==> src/design/shsl_pkg.sv <==
package shsl_pkg;

    localparam int SAMPLE_BITS     = 16;
    localparam int HOUR_SLOTS      = 24;
    localparam int SUB_SLOTS       = 6;
    localparam int RECENT_HOURS    = 12;
    localparam int MINUTES_PER_SUB = 10;

    localparam int CNT_BITS      = $clog2(HOUR_SLOTS + 1);
    localparam int SUM_BITS      = SAMPLE_BITS + CNT_BITS;
    localparam int HOUR_IDX_BITS = $clog2(HOUR_SLOTS);
    localparam int SUB_IDX_BITS  = $clog2(SUB_SLOTS);
    localparam int STEP_BITS     = $clog2(SAMPLE_BITS + 1);

    localparam int HOUR_FIELD_BITS   = 5;
    localparam int MINUTE_FIELD_BITS = 6;

    typedef logic signed [SAMPLE_BITS-1:0] sample_t;
    typedef logic signed [SUM_BITS-1:0]    sum_t;
    typedef logic [CNT_BITS-1:0]           cnt_t;

    typedef struct packed {
        sample_t                      sample;
        logic                         latch_sample;
        logic [HOUR_FIELD_BITS-1:0]   clock_hour;
        logic [MINUTE_FIELD_BITS-1:0] clock_minute;
        logic [HOUR_FIELD_BITS-1:0]   query_hour;
    } in_req_t;

    typedef struct packed {
        sample_t current_value;
        sample_t hour_mean;
        sample_t mean_12h;
        sample_t mean_24h;
        sample_t min_24h;
        sample_t max_24h;
        logic    data_missing;
        sample_t queried_hour_value;
        logic    queried_hour_valid;
    } out_req_t;

    typedef struct packed {
        logic                     sub_we;
        logic [SUB_IDX_BITS-1:0]  sub_idx;
        logic                     hour_we;
        logic [HOUR_IDX_BITS-1:0] hour_idx;
        sample_t                  data;
    } slot_wr_t;

    typedef struct packed {
        sample_t sub_data;
        logic    sub_valid;
        sample_t hour_data;
        logic    hour_valid;
    } slot_rd_t;

    typedef enum logic [3:0] {
        ST_IDLE,
        ST_SUB_WALK,
        ST_SUB_DIV,
        ST_SUB_WAIT,
        ST_HOUR_WR,
        ST_HOUR_WALK,
        ST_DIV12,
        ST_WAIT12,
        ST_DIV24,
        ST_WAIT24,
        ST_EMIT
    } state_t;

endpackage

==> src/design/shsl_div.sv <==
module shsl_div import shsl_pkg::*; (
    input  logic    aclk,
    input  logic    aresetn,
    input  logic    start,
    input  sum_t    dividend,
    input  cnt_t    divisor,
    output logic    done,
    output sample_t quotient
);

    logic                   busy_reg, busy_next;
    logic                   done_reg, done_next;
    logic                   neg_reg, neg_next;
    cnt_t                   divisor_reg, divisor_next;
    cnt_t                   rem_reg, rem_next;
    logic [SAMPLE_BITS-1:0] quo_reg, quo_next;
    logic [STEP_BITS-1:0]   step_reg, step_next;

    logic [SUM_BITS-1:0]    mag;
    logic [CNT_BITS:0]      trial;

    always_comb begin
        mag          = dividend[SUM_BITS-1] ? SUM_BITS'(-dividend) : SUM_BITS'(dividend);
        trial        = {rem_reg, quo_reg[SAMPLE_BITS-1]};
        busy_next    = busy_reg;
        done_next    = 1'b0;
        neg_next     = neg_reg;
        divisor_next = divisor_reg;
        rem_next     = rem_reg;
        quo_next     = quo_reg;
        step_next    = step_reg;
        if (start) begin
            busy_next    = 1'b1;
            neg_next     = dividend[SUM_BITS-1];
            divisor_next = divisor;
            // |dividend| < divisor * 2^SAMPLE_BITS, so the high part starts below divisor
            rem_next     = mag[SUM_BITS-1:SAMPLE_BITS];
            quo_next     = mag[SAMPLE_BITS-1:0];
            step_next    = STEP_BITS'(SAMPLE_BITS);
        end else if (busy_reg) begin
            if (trial >= {1'b0, divisor_reg}) begin
                rem_next = CNT_BITS'(trial - {1'b0, divisor_reg});
                quo_next = {quo_reg[SAMPLE_BITS-2:0], 1'b1};
            end else begin
                rem_next = trial[CNT_BITS-1:0];
                quo_next = {quo_reg[SAMPLE_BITS-2:0], 1'b0};
            end
            step_next = step_reg - STEP_BITS'(1);
            if (step_reg == STEP_BITS'(1)) begin
                busy_next = 1'b0;
                done_next = 1'b1;
            end
        end
    end

    always_ff @(posedge aclk) begin
        if (!aresetn) begin
            busy_reg <= 1'b0;
            done_reg <= 1'b0;
        end else begin
            busy_reg <= busy_next;
            done_reg <= done_next;
        end
        neg_reg     <= neg_next;
        divisor_reg <= divisor_next;
        rem_reg     <= rem_next;
        quo_reg     <= quo_next;
        step_reg    <= step_next;
    end

    assign done     = done_reg;
    assign quotient = neg_reg ? sample_t'(-quo_reg) : sample_t'(quo_reg);

endmodule

==> src/design/shsl_slots.sv <==
module shsl_slots import shsl_pkg::*; (
    input  logic                     aclk,
    input  logic                     aresetn,
    input  slot_wr_t                 wr,
    input  logic [SUB_IDX_BITS-1:0]  rd_sub_idx,
    input  logic [HOUR_IDX_BITS-1:0] rd_hour_idx,
    output slot_rd_t                 rd
);

    sample_t                 sub_mem [SUB_SLOTS];
    sample_t                 hour_mem [HOUR_SLOTS];
    logic [SUB_SLOTS-1:0]    sub_valid_reg;
    logic [HOUR_SLOTS-1:0]   hour_valid_reg;

    always_ff @(posedge aclk) begin
        if (!aresetn) begin
            sub_valid_reg  <= '0;
            hour_valid_reg <= '0;
        end else begin
            if (wr.sub_we) begin
                sub_valid_reg[wr.sub_idx] <= 1'b1;
            end
            if (wr.hour_we) begin
                hour_valid_reg[wr.hour_idx] <= 1'b1;
            end
        end
        if (wr.sub_we) begin
            sub_mem[wr.sub_idx] <= wr.data;
        end
        if (wr.hour_we) begin
            hour_mem[wr.hour_idx] <= wr.data;
        end
    end

    always_comb begin
        rd.sub_data   = sub_mem[rd_sub_idx];
        rd.sub_valid  = sub_valid_reg[rd_sub_idx];
        rd.hour_data  = hour_mem[rd_hour_idx];
        rd.hour_valid = hour_valid_reg[rd_hour_idx];
    end

endmodule

==> src/design/sensor_hourly_statistics_logger_top.sv <==
// Hourly statistics logger for one sensor channel. Each request may latch a new
// current value, fills a ten-minute slot on minutes 0, 10, ..., 50 and an hour slot
// at minute zero of hours 0 to 23, then returns the current value, the hour, last-twelve-hour and
// 24-hour means (truncated toward zero, the current value when no slot holds data),
// min and max over all filled slots and the current value, a missing-data flag and one hour slot read back.
// The block takes one request at a time: 6 + 24 slot reads plus up to three
// divisions, fewer divisions when a mean has no data. The slot walks read one slot per
// cycle and the means go through one shared restoring divider, one quotient bit per
// cycle. A finished result waits in the output register while the next request is
// taken. No clearing pass is needed after reset.
module sensor_hourly_statistics_logger_top import shsl_pkg::*; (
    input  logic     aclk,
    input  logic     aresetn,
    input  logic     s_valid,
    output logic     s_ready,
    input  in_req_t  s_data,
    output logic     m_valid,
    input  logic     m_ready,
    output out_req_t m_data
);

    state_t                     state_reg, state_next;
    sample_t                    latched_reg, latched_next;
    logic [HOUR_FIELD_BITS-1:0] hr_reg, hr_next;
    logic [HOUR_FIELD_BITS-1:0] qh_reg, qh_next;
    logic                       hwr_reg, hwr_next;
    logic [HOUR_IDX_BITS-1:0]   idx_reg, idx_next;
    sum_t                       sum_reg, sum_next;
    cnt_t                       cnt_reg, cnt_next;
    sum_t                       sum12_reg, sum12_next;
    cnt_t                       cnt12_reg, cnt12_next;
    sample_t                    lo_reg, lo_next;
    sample_t                    hi_reg, hi_next;
    logic                       missing_reg, missing_next;
    sample_t                    hmean_reg, hmean_next;
    sample_t                    m12_reg, m12_next;
    sample_t                    m24_reg, m24_next;
    sample_t                    qval_reg, qval_next;
    logic                       qvalid_reg, qvalid_next;
    out_req_t                   out_reg, out_next;
    logic                       m_valid_reg, m_valid_next;

    slot_wr_t                   wr;
    slot_rd_t                   rd;
    logic                       div_start;
    sum_t                       div_dividend;
    cnt_t                       div_divisor;
    logic                       div_done;
    sample_t                    div_quotient;

    logic                       sub_hit;
    logic [SUB_IDX_BITS-1:0]    sub_hit_idx;
    logic [HOUR_IDX_BITS-1:0]   win_start;
    logic [HOUR_IDX_BITS:0]     win_dist;

    shsl_slots u_slots (
        .aclk        (aclk),
        .aresetn     (aresetn),
        .wr          (wr),
        .rd_sub_idx  (idx_reg[SUB_IDX_BITS-1:0]),
        .rd_hour_idx (idx_reg),
        .rd          (rd)
    );

    shsl_div u_div (
        .aclk     (aclk),
        .aresetn  (aresetn),
        .start    (div_start),
        .dividend (div_dividend),
        .divisor  (div_divisor),
        .done     (div_done),
        .quotient (div_quotient)
    );

    always_comb begin
        sub_hit     = 1'b0;
        sub_hit_idx = '0;
        for (int k = 0; k < SUB_SLOTS; k++) begin
            if (s_data.clock_minute == MINUTE_FIELD_BITS'(k * MINUTES_PER_SUB)) begin
                sub_hit     = 1'b1;
                sub_hit_idx = SUB_IDX_BITS'(k);
            end
        end
    end

    always_comb begin
        if (hr_reg >= HOUR_FIELD_BITS'(HOUR_SLOTS)) begin
            win_start = HOUR_IDX_BITS'(hr_reg - HOUR_FIELD_BITS'(HOUR_SLOTS));
        end else begin
            win_start = HOUR_IDX_BITS'(hr_reg);
        end
        if (win_start >= idx_reg) begin
            win_dist = (HOUR_IDX_BITS+1)'(win_start - idx_reg);
        end else begin
            win_dist = (HOUR_IDX_BITS+1)'({1'b0, win_start} + (HOUR_IDX_BITS+1)'(HOUR_SLOTS)
                       - {1'b0, idx_reg});
        end
    end

    always_comb begin
        state_next   = state_reg;
        latched_next = latched_reg;
        hr_next      = hr_reg;
        qh_next      = qh_reg;
        hwr_next     = hwr_reg;
        idx_next     = idx_reg;
        sum_next     = sum_reg;
        cnt_next     = cnt_reg;
        sum12_next   = sum12_reg;
        cnt12_next   = cnt12_reg;
        lo_next      = lo_reg;
        hi_next      = hi_reg;
        missing_next = missing_reg;
        hmean_next   = hmean_reg;
        m12_next     = m12_reg;
        m24_next     = m24_reg;
        qval_next    = qval_reg;
        qvalid_next  = qvalid_reg;
        out_next     = out_reg;
        m_valid_next = m_valid_reg;
        s_ready      = 1'b0;
        wr           = '0;
        div_start    = 1'b0;
        div_dividend = sum_reg;
        div_divisor  = cnt_reg;

        if (m_valid_reg && m_ready) begin
            m_valid_next = 1'b0;
        end

        case (state_reg)
            ST_IDLE: begin
                s_ready = 1'b1;
                if (s_valid) begin
                    if (s_data.latch_sample) begin
                        latched_next = s_data.sample;
                    end
                    hr_next    = s_data.clock_hour;
                    qh_next    = s_data.query_hour;
                    hwr_next   = (s_data.clock_minute == '0) &&
                                 (s_data.clock_hour < HOUR_FIELD_BITS'(HOUR_SLOTS));
                    wr.sub_we  = sub_hit;
                    wr.sub_idx = sub_hit_idx;
                    wr.data    = latched_next;
                    idx_next   = '0;
                    sum_next   = '0;
                    cnt_next   = '0;
                    lo_next    = latched_next;
                    hi_next    = latched_next;
                    state_next = ST_SUB_WALK;
                end
            end
            ST_SUB_WALK: begin
                if (rd.sub_valid) begin
                    sum_next = sum_reg + SUM_BITS'(rd.sub_data);
                    cnt_next = cnt_reg + CNT_BITS'(1);
                    if (rd.sub_data < lo_reg) lo_next = rd.sub_data;
                    if (rd.sub_data > hi_reg) hi_next = rd.sub_data;
                end
                idx_next = idx_reg + HOUR_IDX_BITS'(1);
                if (idx_reg == HOUR_IDX_BITS'(SUB_SLOTS - 1)) begin
                    state_next = ST_SUB_DIV;
                end
            end
            ST_SUB_DIV: begin
                if (cnt_reg == '0) begin
                    hmean_next = latched_reg;
                    state_next = ST_HOUR_WR;
                end else begin
                    div_start  = 1'b1;
                    state_next = ST_SUB_WAIT;
                end
            end
            ST_SUB_WAIT: begin
                if (div_done) begin
                    hmean_next = div_quotient;
                    state_next = ST_HOUR_WR;
                end
            end
            ST_HOUR_WR: begin
                wr.hour_we   = hwr_reg;
                wr.hour_idx  = HOUR_IDX_BITS'(hr_reg);
                wr.data      = hmean_reg;
                idx_next     = '0;
                sum_next     = '0;
                cnt_next     = '0;
                sum12_next   = '0;
                cnt12_next   = '0;
                missing_next = 1'b0;
                qval_next    = '0;
                qvalid_next  = 1'b0;
                state_next   = ST_HOUR_WALK;
            end
            ST_HOUR_WALK: begin
                if (rd.hour_valid) begin
                    sum_next = sum_reg + SUM_BITS'(rd.hour_data);
                    cnt_next = cnt_reg + CNT_BITS'(1);
                    if (rd.hour_data < lo_reg) lo_next = rd.hour_data;
                    if (rd.hour_data > hi_reg) hi_next = rd.hour_data;
                    if (win_dist < (HOUR_IDX_BITS+1)'(RECENT_HOURS)) begin
                        sum12_next = sum12_reg + SUM_BITS'(rd.hour_data);
                        cnt12_next = cnt12_reg + CNT_BITS'(1);
                    end
                    if (HOUR_FIELD_BITS'(idx_reg) == qh_reg) begin
                        qval_next   = rd.hour_data;
                        qvalid_next = 1'b1;
                    end
                end else begin
                    missing_next = 1'b1;
                end
                idx_next = idx_reg + HOUR_IDX_BITS'(1);
                if (idx_reg == HOUR_IDX_BITS'(HOUR_SLOTS - 1)) begin
                    state_next = ST_DIV12;
                end
            end
            ST_DIV12: begin
                div_dividend = sum12_reg;
                div_divisor  = cnt12_reg;
                if (cnt12_reg == '0) begin
                    m12_next   = latched_reg;
                    state_next = ST_DIV24;
                end else begin
                    div_start  = 1'b1;
                    state_next = ST_WAIT12;
                end
            end
            ST_WAIT12: begin
                if (div_done) begin
                    m12_next   = div_quotient;
                    state_next = ST_DIV24;
                end
            end
            ST_DIV24: begin
                if (cnt_reg == '0) begin
                    m24_next   = latched_reg;
                    state_next = ST_EMIT;
                end else begin
                    div_start  = 1'b1;
                    state_next = ST_WAIT24;
                end
            end
            ST_WAIT24: begin
                if (div_done) begin
                    m24_next   = div_quotient;
                    state_next = ST_EMIT;
                end
            end
            ST_EMIT: begin
                if (!m_valid_reg || m_ready) begin
                    out_next.current_value      = latched_reg;
                    out_next.hour_mean          = hmean_reg;
                    out_next.mean_12h           = m12_reg;
                    out_next.mean_24h           = m24_reg;
                    out_next.min_24h            = lo_reg;
                    out_next.max_24h            = hi_reg;
                    out_next.data_missing       = missing_reg;
                    out_next.queried_hour_value = qval_reg;
                    out_next.queried_hour_valid = qvalid_reg;
                    m_valid_next                = 1'b1;
                    state_next                  = ST_IDLE;
                end
            end
            default: begin
                state_next = ST_IDLE;
            end
        endcase
    end

    always_ff @(posedge aclk) begin
        if (!aresetn) begin
            state_reg   <= ST_IDLE;
            latched_reg <= '0;
            m_valid_reg <= 1'b0;
        end else begin
            state_reg   <= state_next;
            latched_reg <= latched_next;
            m_valid_reg <= m_valid_next;
        end
        hr_reg      <= hr_next;
        qh_reg      <= qh_next;
        hwr_reg     <= hwr_next;
        idx_reg     <= idx_next;
        sum_reg     <= sum_next;
        cnt_reg     <= cnt_next;
        sum12_reg   <= sum12_next;
        cnt12_reg   <= cnt12_next;
        lo_reg      <= lo_next;
        hi_reg      <= hi_next;
        missing_reg <= missing_next;
        hmean_reg   <= hmean_next;
        m12_reg     <= m12_next;
        m24_reg     <= m24_next;
        qval_reg    <= qval_next;
        qvalid_reg  <= qvalid_next;
        out_reg     <= out_next;
    end

    assign m_valid = m_valid_reg;
    assign m_data  = out_reg;

endmodule

==> config.mk <==
export PLATFORM = sky130hd
export DESIGN_NAME = sensor_hourly_statistics_logger_top
export DESIGN_NICKNAME = d
export VERILOG_FILES = /design/src/design/shsl_pkg.sv /design/src/design/shsl_div.sv /design/src/design/shsl_slots.sv /design/src/design/sensor_hourly_statistics_logger_top.sv
export SDC_FILE = /design/constraint.sdc
export NUM_CORES = 1
export LEC_CHECK = 0
export BUFFER_PORTS_ARGS = -buffer_cell sky130_fd_sc_hd__buf_2
export CAP_MARGIN = 20
export CORE_ASPECT_RATIO = 0.5
export CORE_MARGIN = 5
export CORE_UTILIZATION = 45
export CTS_BUF_LIST = sky130_fd_sc_hd__clkbuf_8
export CTS_CLUSTER_DIAMETER = 150
export CTS_CLUSTER_SIZE = 8
export DETAILED_ROUTE_END_ITERATION = 10
export SYNTH_ARGS = -nofsm -noshare
export SYNTH_HDL_FRONTEND = slang
export SYNTH_SLANG_ARGS = --single-unit
==> constraint.sdc <==
create_clock -name aclk -period 13.4 [get_ports aclk]
set_input_delay 1.34 -clock aclk [delete_from_list [all_inputs] [get_ports aclk]]
set_output_delay 1.34 -clock aclk [all_outputs]
set_load 0.005 [all_outputs]
# After elaboration in Yosys (flattened, before gate mapping)
# Memories as Yosys holds them, arrays and structs flattened. A register that Yosys moved wholly into a read port is not among the register bits.
# Index checks and enable logic that the tools add are counted.
word_totals:
  input_bits: 37
  output_inout_bits: 116
  ram_bits: 480
  word_cells: 249
  reg_bits: 365
  mem_count: 2
classes:
  n_lt_le_gt_ge: 15
  n_addsub: 14
  bitwise_logic: 4
  n_eq_ne: 38
  reduce_logical: 34
  n_mux: 105
mem_list:
  columns: ["memory", "words", "word_bits", "read_ports", "rd_clocked_by_memory_dff", "wr", "line", "text"]
  rows:
  - ["u_slots.hour_mem", 24, 16, 1, 1, 1, "shsl_slots.sv:11", "sample_t hour_mem [HOUR_SLOTS];"]
  - ["u_slots.sub_mem", 6, 16, 1, 1, 1, "shsl_slots.sv:10", "sample_t sub_mem [SUB_SLOTS];"]
op_table:
  columns: ["op", "count"]
  rows:
  - ["$mux W16", 19]
  - ["$pmux W16 S2", 5]
  - ["$mux W21", 7]
  - ["$pmux W16 S3", 2]
  - ["$pmux W21 S4", 1]
  - ["$add A21 B16 Y21", 3]
  - ["$mux W5", 11]
  - ["$pmux W4 S11", 1]
  - ["$pmux W21 S2", 1]
  - ["$mux W4", 10]
  - ["$gt A16 B16 Y1", 2]
  - ["$lt A16 B16 Y1", 2]
  - ["$ne A2 B2 Y1 const B", 16]
  - ["$mux W1", 29]
  - ["$or A24 B24 Y24", 1]
  - ["$neg A21 Y21", 1]
  - ["$pmux W5 S4", 1]
  - ["$mux W3", 6]
  - ["$eq A4 B3 Y1 const B", 4]
  - ["$neg A16 Y16", 1]
  - ["$add A5 B1 Y5 const B", 3]
  - ["$pmux W5 S3", 1]
  - ["$reduce_and A3 Y1", 5]
  - ["$eq A4 B4 Y1 const B", 3]
  - ["50 further kinds", 75]

# Logic depth before layout (Yosys ltp)
# Gate-level depths: netlist of run 1.
logic_depth:
  depth_word: 14
  mapped_depth: 19
  mapped_depth_nobuf: 15

# By module
# Synthesis of run 1 repeated with hierarchy kept, for this count alone.
unflattened:
  hier_cells: 2602
  area_unflattened_um2: 37968.9
modules_own_cells:
  columns: ["mod", "cells_per_inst", "seq_area_each_um2", "area_each_um2", "n_inst"]
  rows:
  - ["shsl_slots", 1052, 15014.4, 19767.7, 1]
  - ["sensor_hourly_statistics_logger_top", 1315, 8828.5, 15892.7, 1]
  - ["shsl_div", 235, 950.9, 2308.5, 1]

# Worst setup path after synthesis of run 1
# No wires, ideal clock.
synth_path:
  path_type: "in2reg"
  from: "input m_ready"
  to: "register out_reg (netlist bit m_data[0]) (enable)"
  t_arrival_ns: 9.117
  path_slack_ns: 3.555
  stages: 2
  path_buffers: 0
  t_required_ns: 12.673
  setup_ns: 0.727
  cell_sequence: "nor2b_1 nor3_1"
synth_between:
  elab_chain_cells: 2
synth_lines:
  columns: ["item", "line", "text"]
  rows:
  - ["from (decl)", "sensor_hourly_statistics_logger_top.sv:18", "input logic m_ready,"]
  - ["$logic_or A1 B1 Y1", "sensor_hourly_statistics_logger_top.sv:249", "if (!m_valid_reg || m_ready) begin"]
  - ["$reduce_and A2 Y1 (no source line)", null, null]
  - ["to (signal assigned)", "sensor_hourly_statistics_logger_top.sv:295", "out_reg <= out_next;"]
  - ["to (decl)", "sensor_hourly_statistics_logger_top.sv:40", "out_req_t out_reg, out_next;"]
# No other way between the ends.
# A chain may end at the register's enable or synchronous reset.

==> results of run 1 <==
[cells in the mapped netlist, types with 20 or more instances]
| master | number |
|---|---|
| inv_1 | 112 |
| a21oi_1 | 127 |
| mux4_2 | 133 |
| nor2b_1 | 20 |
| o21ai_0 | 106 |
| edfxtp_1 | 787 |
| nand4_1 | 21 |
| a21o_1 | 67 |
| nor3_1 | 27 |
| nand2b_1 | 20 |
| nand3_1 | 23 |
| mux2i_1 | 77 |
| nor2_1 | 279 |
| xor2_1 | 43 |
| nand2_1 | 117 |
| ha_1 | 127 |
| xnor2_1 | 41 |
| dfxtp_1 | 63 |
| clkbuf_1 | 55 |
[power by group through the flow]
stage / registers, mW / logic (mW) / clock network, mW
after floorplan: 3.41 / 2.25 / 0
after global placement: 3.58 / 2.98 / 0
after detailed placement: 3.58 / 3.03 / 0
after CTS: 3.53 / 3.05 / 1.79
after global routing: 3.55 / 3.39 / 1.92
final: 3.52 / 3.07 / 1.74
[worst max path at each step]
| stage | start | endpoint | slack (ps) |
|---|---|---|---|
| 3_3_place_gp | flop | sum_reg[20] | 6890 |
| 6_report | flop | sum_reg[20] | 6880 |
| 3_5_place_dp | flop | sum_reg[20] | 6900 |
| 5_1_grt | flop | sum_reg[20] | 6330 |
| 4_1_cts | flop | sum_reg[20] | 6800 |
| 2_1_floorplan | m_ready | m_data[0] | 3560 |
[cell families after synthesis]
family          count (synthesis)  share of synthesized area
flops                         850                      0.666
simple gates                  573                     0.0699
compound gates                420                     0.0701
mux                           226                      0.106
buf+inv                       211                     0.0226
fa+ha+maj                     133                     0.0457
xor+xnor                       84                     0.0197
[area by class of cell]
cell class	count	area, um2
diodes	4	10.0
clock buffers	117	1610
clock inverters	44	226
fillers	6841	40300
inverters	114	428
multi-input cells	1436	11800
flip-flops and latches	850	24900
well taps	1102	1380
repair buffers	211	1280
[metal layers]
| layer | track usage | vias to the layer above | routed length (um) |
|---|---|---|---|
| li1 | - | 9963 | - |
| met1 | 0.313 | 11200 | 42900 |
| met2 | 0.339 | 769 | 44500 |
| met3 | 0.0408 | 144 | 6630 |
| met4 | 0.0700 | 0 | 2910 |
| met5 | 0 | - | 0 |
[worst max-delay path: cells and delay by family, from the launching register on]
family,cells,cell delay [ps]
simple gates,3,800
buf+inv,1,900
compound gates,7,2120
fa+ha+maj,1,480
flops,1,890
mux,2,1090
[stage by stage]
stage	worst slack (ps)	std cells	utilization	area, um2	power, mW
2_1_floorplan	3560	2497	-	37400	5.66
5_1_grt	6330	3877	0.508	41600	8.86
3_3_place_gp	6890	3708	0.484	39600	6.56
3_5_place_dp	6900	3710	0.484	39700	6.61
4_1_cts	6800	3871	0.507	41500	8.37
6_report	6880	3878	0.508	41600	8.33
==> metrics.txt, run 1 <==
cell count after synthesis=2497; share of cells above drive strength 1=0.190; clock skew=71.9 ps; CP peak stage delay=900 ps; hold path cells=0; most frequent cells in the layout=edfxtp_1, nor2_1, buf_2, inv_1, mux4_2; most common cell after layout, fill and taps aside=edfxtp_1; NetSw=3.06 mW; P per Cell Area=200 nW/um2; clock sinks=850; EDFF count, synth=787; Setup TNS=0 ps; crit path DAT=7110 ps; Synth warnings=0; via count of the first global-routing pass=21600; GPL Wtd Cong=0.869; final critical-path share of the clock period=0.487; VDD IR-drop max=0.102 mV; top post-synthesis cells by area=edfxtp_1, mux4_2, ha_1; I/O pins=153; cell area after synthesis=37400 um2; Initial Utilization=0.456; std cell rows=74; vias per cell=5.70; vias=22100; Clock Power Share=0.209; slew margin rel.=0.252; number of port buffers=152; Top FF cell, synth=edfxtp_1; DP Wirelength=64400 um; Logic pwr share=0.368; Setup Buffers After CTS=0; DRT iter0 DRCs=2251; routed len/inst=25.0 um; Critical Path Fanout Max=49; Fmax achieved=153 MHz; Hold Path Sink=m_data[36]; Clk pin slew, worst setup/hold paths=80 ps; H-tree depth=3; fraction of registers with async set/reset=0; post-synth top area share=0.632; clock root buffer=clkbuf_8; nets=2899; critical path class=reg -> reg; Routed Antenna Nets=0; global-route wire length before repair=142000 um; HP Start=lo_reg[2]; routed wire length=97000 um; Layout Area Growth over Synthesis=11.3%; largest net degree at the start of global routing=66; worst hold slack=407 ps; number of antenna violations at the first check in global routing=4; Flop pwr share=0.423; die height=214 um; max FFs per register=384; Leak Pwr=14.9 nW; Avg Cell Area, Syn=15.0 um2; Final setup viols=0; CTS buffer count=116; Period minus WS final=6520 ps; Final Hold Fails=0; Reg2Reg Setup Slack=6880 ps; TritonRoute pass-1 iters=5; Core Region=81900 um2; switching share of power=0.367; worst path cell trace=buf_4 -> mux4_2 -> mux4_2 -> a21oi_1 -> nor2_1 -> a21o_1 -> fa_1 -> a211oi_1 -> o21a_1 -> o21ai_0 -> a211o_1 -> nor3b_1 -> or4b_1 -> o21ai_0; Synth area leader=edfxtp_1; Most flops, register=u_slots.hour_mem; FF+latch count, synth=850; max capacitance violation total=0; Worst Setup Start Kind=flop; DR DRC count=0; Net Count, Synth=2667; Worst-Skew Late Latency=810 ps; cell internal pwr=5.27 mW; Slew Limit Fails=0; hold buffers post-CTS=0; RSZ-0062 raised after global routing=false; post-synthesis sequential area ratio=0.666; DIE WIDTH=418 um; total grt overflow=0; Worst Reg-to-Reg Cells=14; Tot GR Track Use=0.217; Slew @ Worst Pin=1120 ps; Tightest Hold Check Type=reg -> reg; CTS tree=yes; Crit. End Element=flop; CP required=13990 ps; CTS resizes=0; CTS Buffer Depth=3; Total Die Area=89300 um2; Yosys cell types=70; worst reg2reg endpoint=sum_reg[20]; outcome=finished, final reports clean; CP max stage cell=buf_4
Power figures use the tool's default switching activity.
==> inputs of run 2 (changes only) <==
==> constraint.sdc (replaced) <==
create_clock -name aclk -period 6 [get_ports aclk]
set_input_delay 0.6 -clock aclk [delete_from_list [all_inputs] [get_ports aclk]]
set_output_delay 0.6 -clock aclk [all_outputs]
set_load 0.005 [all_outputs]
==> run 2 against run 1 <==
Compared with the run above:
- routed wire length is 2.4% higher
- sequential cell count stayed put
- highest routed layer unchanged
- design area is 0.68% higher
- worst setup slack worse by 6400 ps
- sequential power is 120% higher
- die area stayed put
- via count is 1.1% higher
- critical path depth stayed put
- power is 130% higher
- largest power group unchanged
- global-route usage is 0.41 points higher
==> metrics.txt, run 2 (synthesized netlist as in run 1, its figures left out) <==
slew margin rel.=0.252; Tot Pwr=18.8 mW; max FFs per register=384; RSZ-0062 raised after global routing=false; number of port buffers=152; fill cell count=6885; vias=22300; clock skew=58.5 ps; Layout Area Growth over Synthesis=12.1%; worst hold slack=93.3 ps; vias per cell=5.71; share of cells above drive strength 1=0.191; CP max stage cell=dfxtp_4; I/O pins=153; Total Die Area=89300 um2; critical path class=reg -> reg; Setup TNS=0 ps; most frequent cells in the layout=edfxtp_1, nor2_1, inv_1, buf_2, mux4_2; Leak Pwr=15.1 nW; CP top delay family=compound AO/OA/AOI/OAI gates; via count of the first global-routing pass=22100; most common cell after layout, fill and taps aside=edfxtp_1; routed len/inst=25.4 um; worst reg2reg endpoint=hi_reg[13]; DIE WIDTH=418 um; DR DRC count=0; TritonRoute pass-1 iters=5; H-tree depth=3; CTS resizes=0; Period minus WS final=5510 ps; final critical-path share of the clock period=0.918; Final Hold Fails=0; Final setup viols=0; outcome=finished, final reports clean; Slew Limit Fails=0; clock sinks=850; area taken by flip-flops and latches=24900 um2; clock root buffer=clkbuf_8; Most flops, register=u_slots.hour_mem; Crit path depth=14; number of antenna violations at the first check in global routing=2; Crit. End Element=flop; CTS Buffer Depth=3; GPL Wtd Cong=0.883; Worst Setup Start Kind=flop; CTS tree=yes; DRT iter0 DRCs=2322; CP required=6390 ps; Core Region=81900 um2; routed wire length=99300 um; die height=214 um; Buf/Inv on CP=3; largest net degree at the start of global routing=61; Reg2Reg Setup Slack=490 ps; Fmax achieved=181 MHz; combined area of the multi-input logic cells=11800 um2; Worst Reg-to-Reg Cells=14; DP Wirelength=66400 um; Tightest Hold Check Type=in -> reg; capture point of the critical path=hi_reg[13]; VDD IR-drop max=0.180 mV; global-route wire length before repair=145000 um; P per Cell Area=450 nW/um2; CTS buffer count=116; max capacitance violation total=0; worst path cell trace=buf_12 -> buf_4 -> mux4_2 -> mux4_2 -> nor2_1 -> a21o_1 -> inv_1 -> ha_1 -> nand4_1 -> nor3_1 -> o21ai_0 -> o21ai_0 -> mux2i_1 -> o211a_1; Clk pin slew, worst setup/hold paths=70 ps; nets=2918; Routed Antenna Nets=0; Tot GR Track Use=0.221; Initial Utilization=0.456; CP peak stage delay=750 ps; crit path DAT=5900 ps; std cell rows=74; total grt overflow=0; Slew @ Worst Pin=1120 ps; Critical Path Fanout Max=31; Worst-Skew Late Latency=820 ps
==> run 2: layout make-up <==
type	instances	share of cell area
sequential	850	0.595
antenna	2	0.000120
multi-input combinational	1436	0.281
clock inverter	57	0.00604
tap	1102	0.0329
timing repair buffer	230	0.0354
clock buffer	119	0.0391
inverter	114	0.0102
==> run 2: worst min path at each step <==
stage	from	to	slack, ps	depth (start not counted)
floorplan	qvalid_reg	m_data[0]	400	0
global placement	m12_reg[7]	m_data[73]	400	0
detailed placement	qval_reg[8]	m_data[9]	400	0
CTS	s_data[15]	hr_reg[4]	30	1
global route	s_data[14]	hr_reg[3]	20	1
finish	s_data[14]	hr_reg[3]	90	1
==> run 2: stage by stage <==
stage,worst slack (ps),utilization,cell area (um2),std cells
finish,490,0.511,41900,3910
global route,139,0.511,41900,3909
global placement,697,0.485,39800,3718
floorplan,250,-,37400,2497
CTS,503,0.509,41700,3902
detailed placement,571,0.485,39800,3718
==> run 2: routing by layer <==
| layer | vias up | routed length [um] | global-route usage |
|---|---|---|---|
| li1 | 10000 | - | - |
| met1 | 11400 | 43400 | 0.310 |
| met2 | 762 | 46300 | 0.353 |
| met3 | 145 | 7290 | 0.0532 |
| met4 | 0 | 2310 | 0.0584 |
| met5 | - | 0 | 0 |
==> run 2: power breakdown <==
part	total, mW	internal, mW	switching [mW]
Combinational	7.04	2.77	4.27
Clock	3.97	1.80	2.17
Sequential	7.83	7.29	0.541
Total	18.8	11.9	6.98
==> run 2: worst reg2reg max path, delay by kind of cell, from the launching register on <==
family	cells	cell delay [ps]
simple gates	3	500
buf+inv	3	920
fa+ha+maj	1	340
flops	1	750
compound gates	4	1290
mux	3	1270
==> run 2: repair_timing <==
| action | 4_1_cts | 5_1_grt |
|---|---|---|
| setup buffers | 0 | 0 |
| hold buffers | 8 | 0 |
| endpoints found under the hold margin | 8 | 0 |
| endpoints found under the setup margin | 0 | 0 |
==> inputs of run 3 (changes only) <==
--- a/config.mk
+++ b/config.mk
@@ -10,7 +10,7 @@
 export CORE_ASPECT_RATIO = 0.5
 export CORE_MARGIN = 5
 export CORE_UTILIZATION = 45
-export CTS_BUF_LIST = sky130_fd_sc_hd__clkbuf_8
+export CTS_BUF_LIST = sky130_fd_sc_hd__clkbuf_4 sky130_fd_sc_hd__clkbuf_8
 export CTS_CLUSTER_DIAMETER = 150
 export CTS_CLUSTER_SIZE = 8
 export DETAILED_ROUTE_END_ITERATION = 10
==> constraint.sdc (replaced) <==
create_clock -name aclk -period 6 [get_ports aclk]
set_input_delay 1.2 -clock aclk [delete_from_list [all_inputs] [get_ports aclk]]
set_output_delay 1.2 -clock aclk [all_outputs]
set_load 0.005 [all_outputs]
==> run 3 against run 2 <==
Compared with the run above:
- routed wire length down 1.4%
- combinational power is essentially flat
- final cell count decreased by 0.10%
- sequential share of layout area fell by 0.14 points
- via count down 0.53%
- power up 1.1%
==> metrics.txt, run 3 (synthesized netlist as in run 1, its figures left out) <==
final critical-path share of the clock period=0.866; H-tree depth=3; CTS tree=yes; VDD IR-drop max=0.198 mV; worst hold slack=413 ps; Clk pin slew, worst setup/hold paths=70 ps; total grt overflow=0; P per Cell Area=454 nW/um2; routed len/inst=25.1 um; hold buffers post-CTS=0; Cell Area, Placed=39800 um2; switching share of power=0.363; Slew Limit Fails=0; die height=214 um; Final Hold Fails=0; DP Cell Count=3725; cell internal pwr=12.1 mW; Initial Utilization=0.456; global-route wire length before repair=143000 um; Finished Layout Cells=3906; critical path class=reg -> reg; Worst-Skew Late Latency=800 ps; vias per cell=5.69; Tot Pwr=19.1 mW; crit path DAT=5610 ps; Layout Area Growth over Synthesis=12.3%; NetSw=6.92 mW; CTS Buffer Depth=3; most frequent cells in the layout=edfxtp_1, nor2_1, buf_2, mux4_2, ha_1; I/O pins=153; GPL Wtd Cong=0.872; outcome=finished, final reports clean; std cell rows=74; Final setup viols=0; Slew @ Worst Pin=1140 ps; DR DRC count=0; max FFs per register=384; CTS buffer count=116; RSZ-0062 raised after global routing=false; Flop pwr share=0.409; DP Wirelength=66300 um; number of antenna violations at the first check in global routing=2; Period minus WS final=5200 ps; clock root buffer=clkbuf_8; Core Util, Final=0.512; fin worst setup slack=803 ps; Logic pwr share=0.368; clock skew=32.6 ps; Clock Power Share=0.223; number of port buffers=152; Leak Pwr=15.0 nW; TritonRoute pass-1 iters=5; Critical Path Fanout Max=48; DIE WIDTH=418 um; Most flops, register=u_slots.hour_mem; Fmax achieved=192 MHz; Setup TNS=0 ps; Routed Antenna Nets=0; via count of the first global-routing pass=21700; share of cells above drive strength 1=0.212; CP required=6410 ps; slew margin rel.=0.240; Worst Setup Start Kind=flop; Tot GR Track Use=0.218; CTS resizes=0; Tightest Hold Check Type=reg -> reg; routed wire length=98000 um; design area=42000 um2; largest net degree at the start of global routing=66; Total Die Area=89300 um2; most common cell after layout, fill and taps aside=edfxtp_1; vias=22200; Post-Place Worst Slack=784 ps; Setup Buffers After CTS=0; Core Region=81900 um2; DRT iter0 DRCs=2243; max capacitance violation total=0; clock sinks=850; Crit. End Element=flop; nets=2914; Reg2Reg Setup Slack=800 ps
[run 3: changes by cell type in the layout (fill, tap and decap cells not counted), moves of 2 or more]
| cell | change |
|---|---|
| buf_4 | +4 |
| clkbuf_4 | +51 |
| clkbuf_8 | -2 |
| dlygate4sd3_1 | -8 |
| inv_1 | -52 |
| inv_8 | +3 |
| nor2_2 | +9 |
| nor2_4 | -9 |
[run 3: area by class of cell]
class / instances / area [um2]
Inverter: 114 / 428
Sequential cell: 850 / 24900
Multi-Input combinational cell: 1436 / 11700
Fill cell: 6796 / 40000
Antenna cell: 3 / 7.51
Tap cell: 1102 / 1380
Clock buffer: 168 / 1990
Clock inverter: 7 / 86.3
Timing Repair Buffer: 226 / 1440
[run 3: power by group through the flow]
| stage | clock [mW] | sequential (mW) | combinational [mW] |
|---|---|---|---|
| 2_1_floorplan | 0 | 7.61 | 5.03 |
| 3_3_place_gp | 0 | 7.92 | 6.83 |
| 3_5_place_dp | 0 | 7.93 | 6.92 |
| 4_1_cts | 4.36 | 7.81 | 6.95 |
| 5_1_grt | 4.62 | 7.85 | 7.72 |
| 6_report | 4.25 | 7.80 | 7.01 |
[run 3: layer usage]
layer,share of wire,vias to the layer above,global-route usage
met4,0.024,0,0.0571
met1,0.44,11300,0.309
met3,0.068,144,0.0440
met2,0.47,739,0.351
met5,0,-,0
li1,-,10000,-
[run 3: worst paths after layout]
path / from / end / cells past startpoint
worst max-delay path: flop / hi_reg[9] / 13
worst min-delay path: qval_reg[2] / m_data[3] / 0
worst max register to register: flop / hi_reg[9] / 13
worst min register to register: qval_reg[2] / m_data[3] / 0
[run 3: worst max-delay path, cell delays in order, from the launching register on]
cell     delay, ps
dfxtp_4        570
buf_4          610
buf_4          400
mux4_2         340
o31ai_1        570
nor2_1         100
buf_4          220
ha_1           330
nand4_1        120
nor3_1         250
o21ai_0        120
o21ai_0        240
mux2i_1        230
o211a_1        610
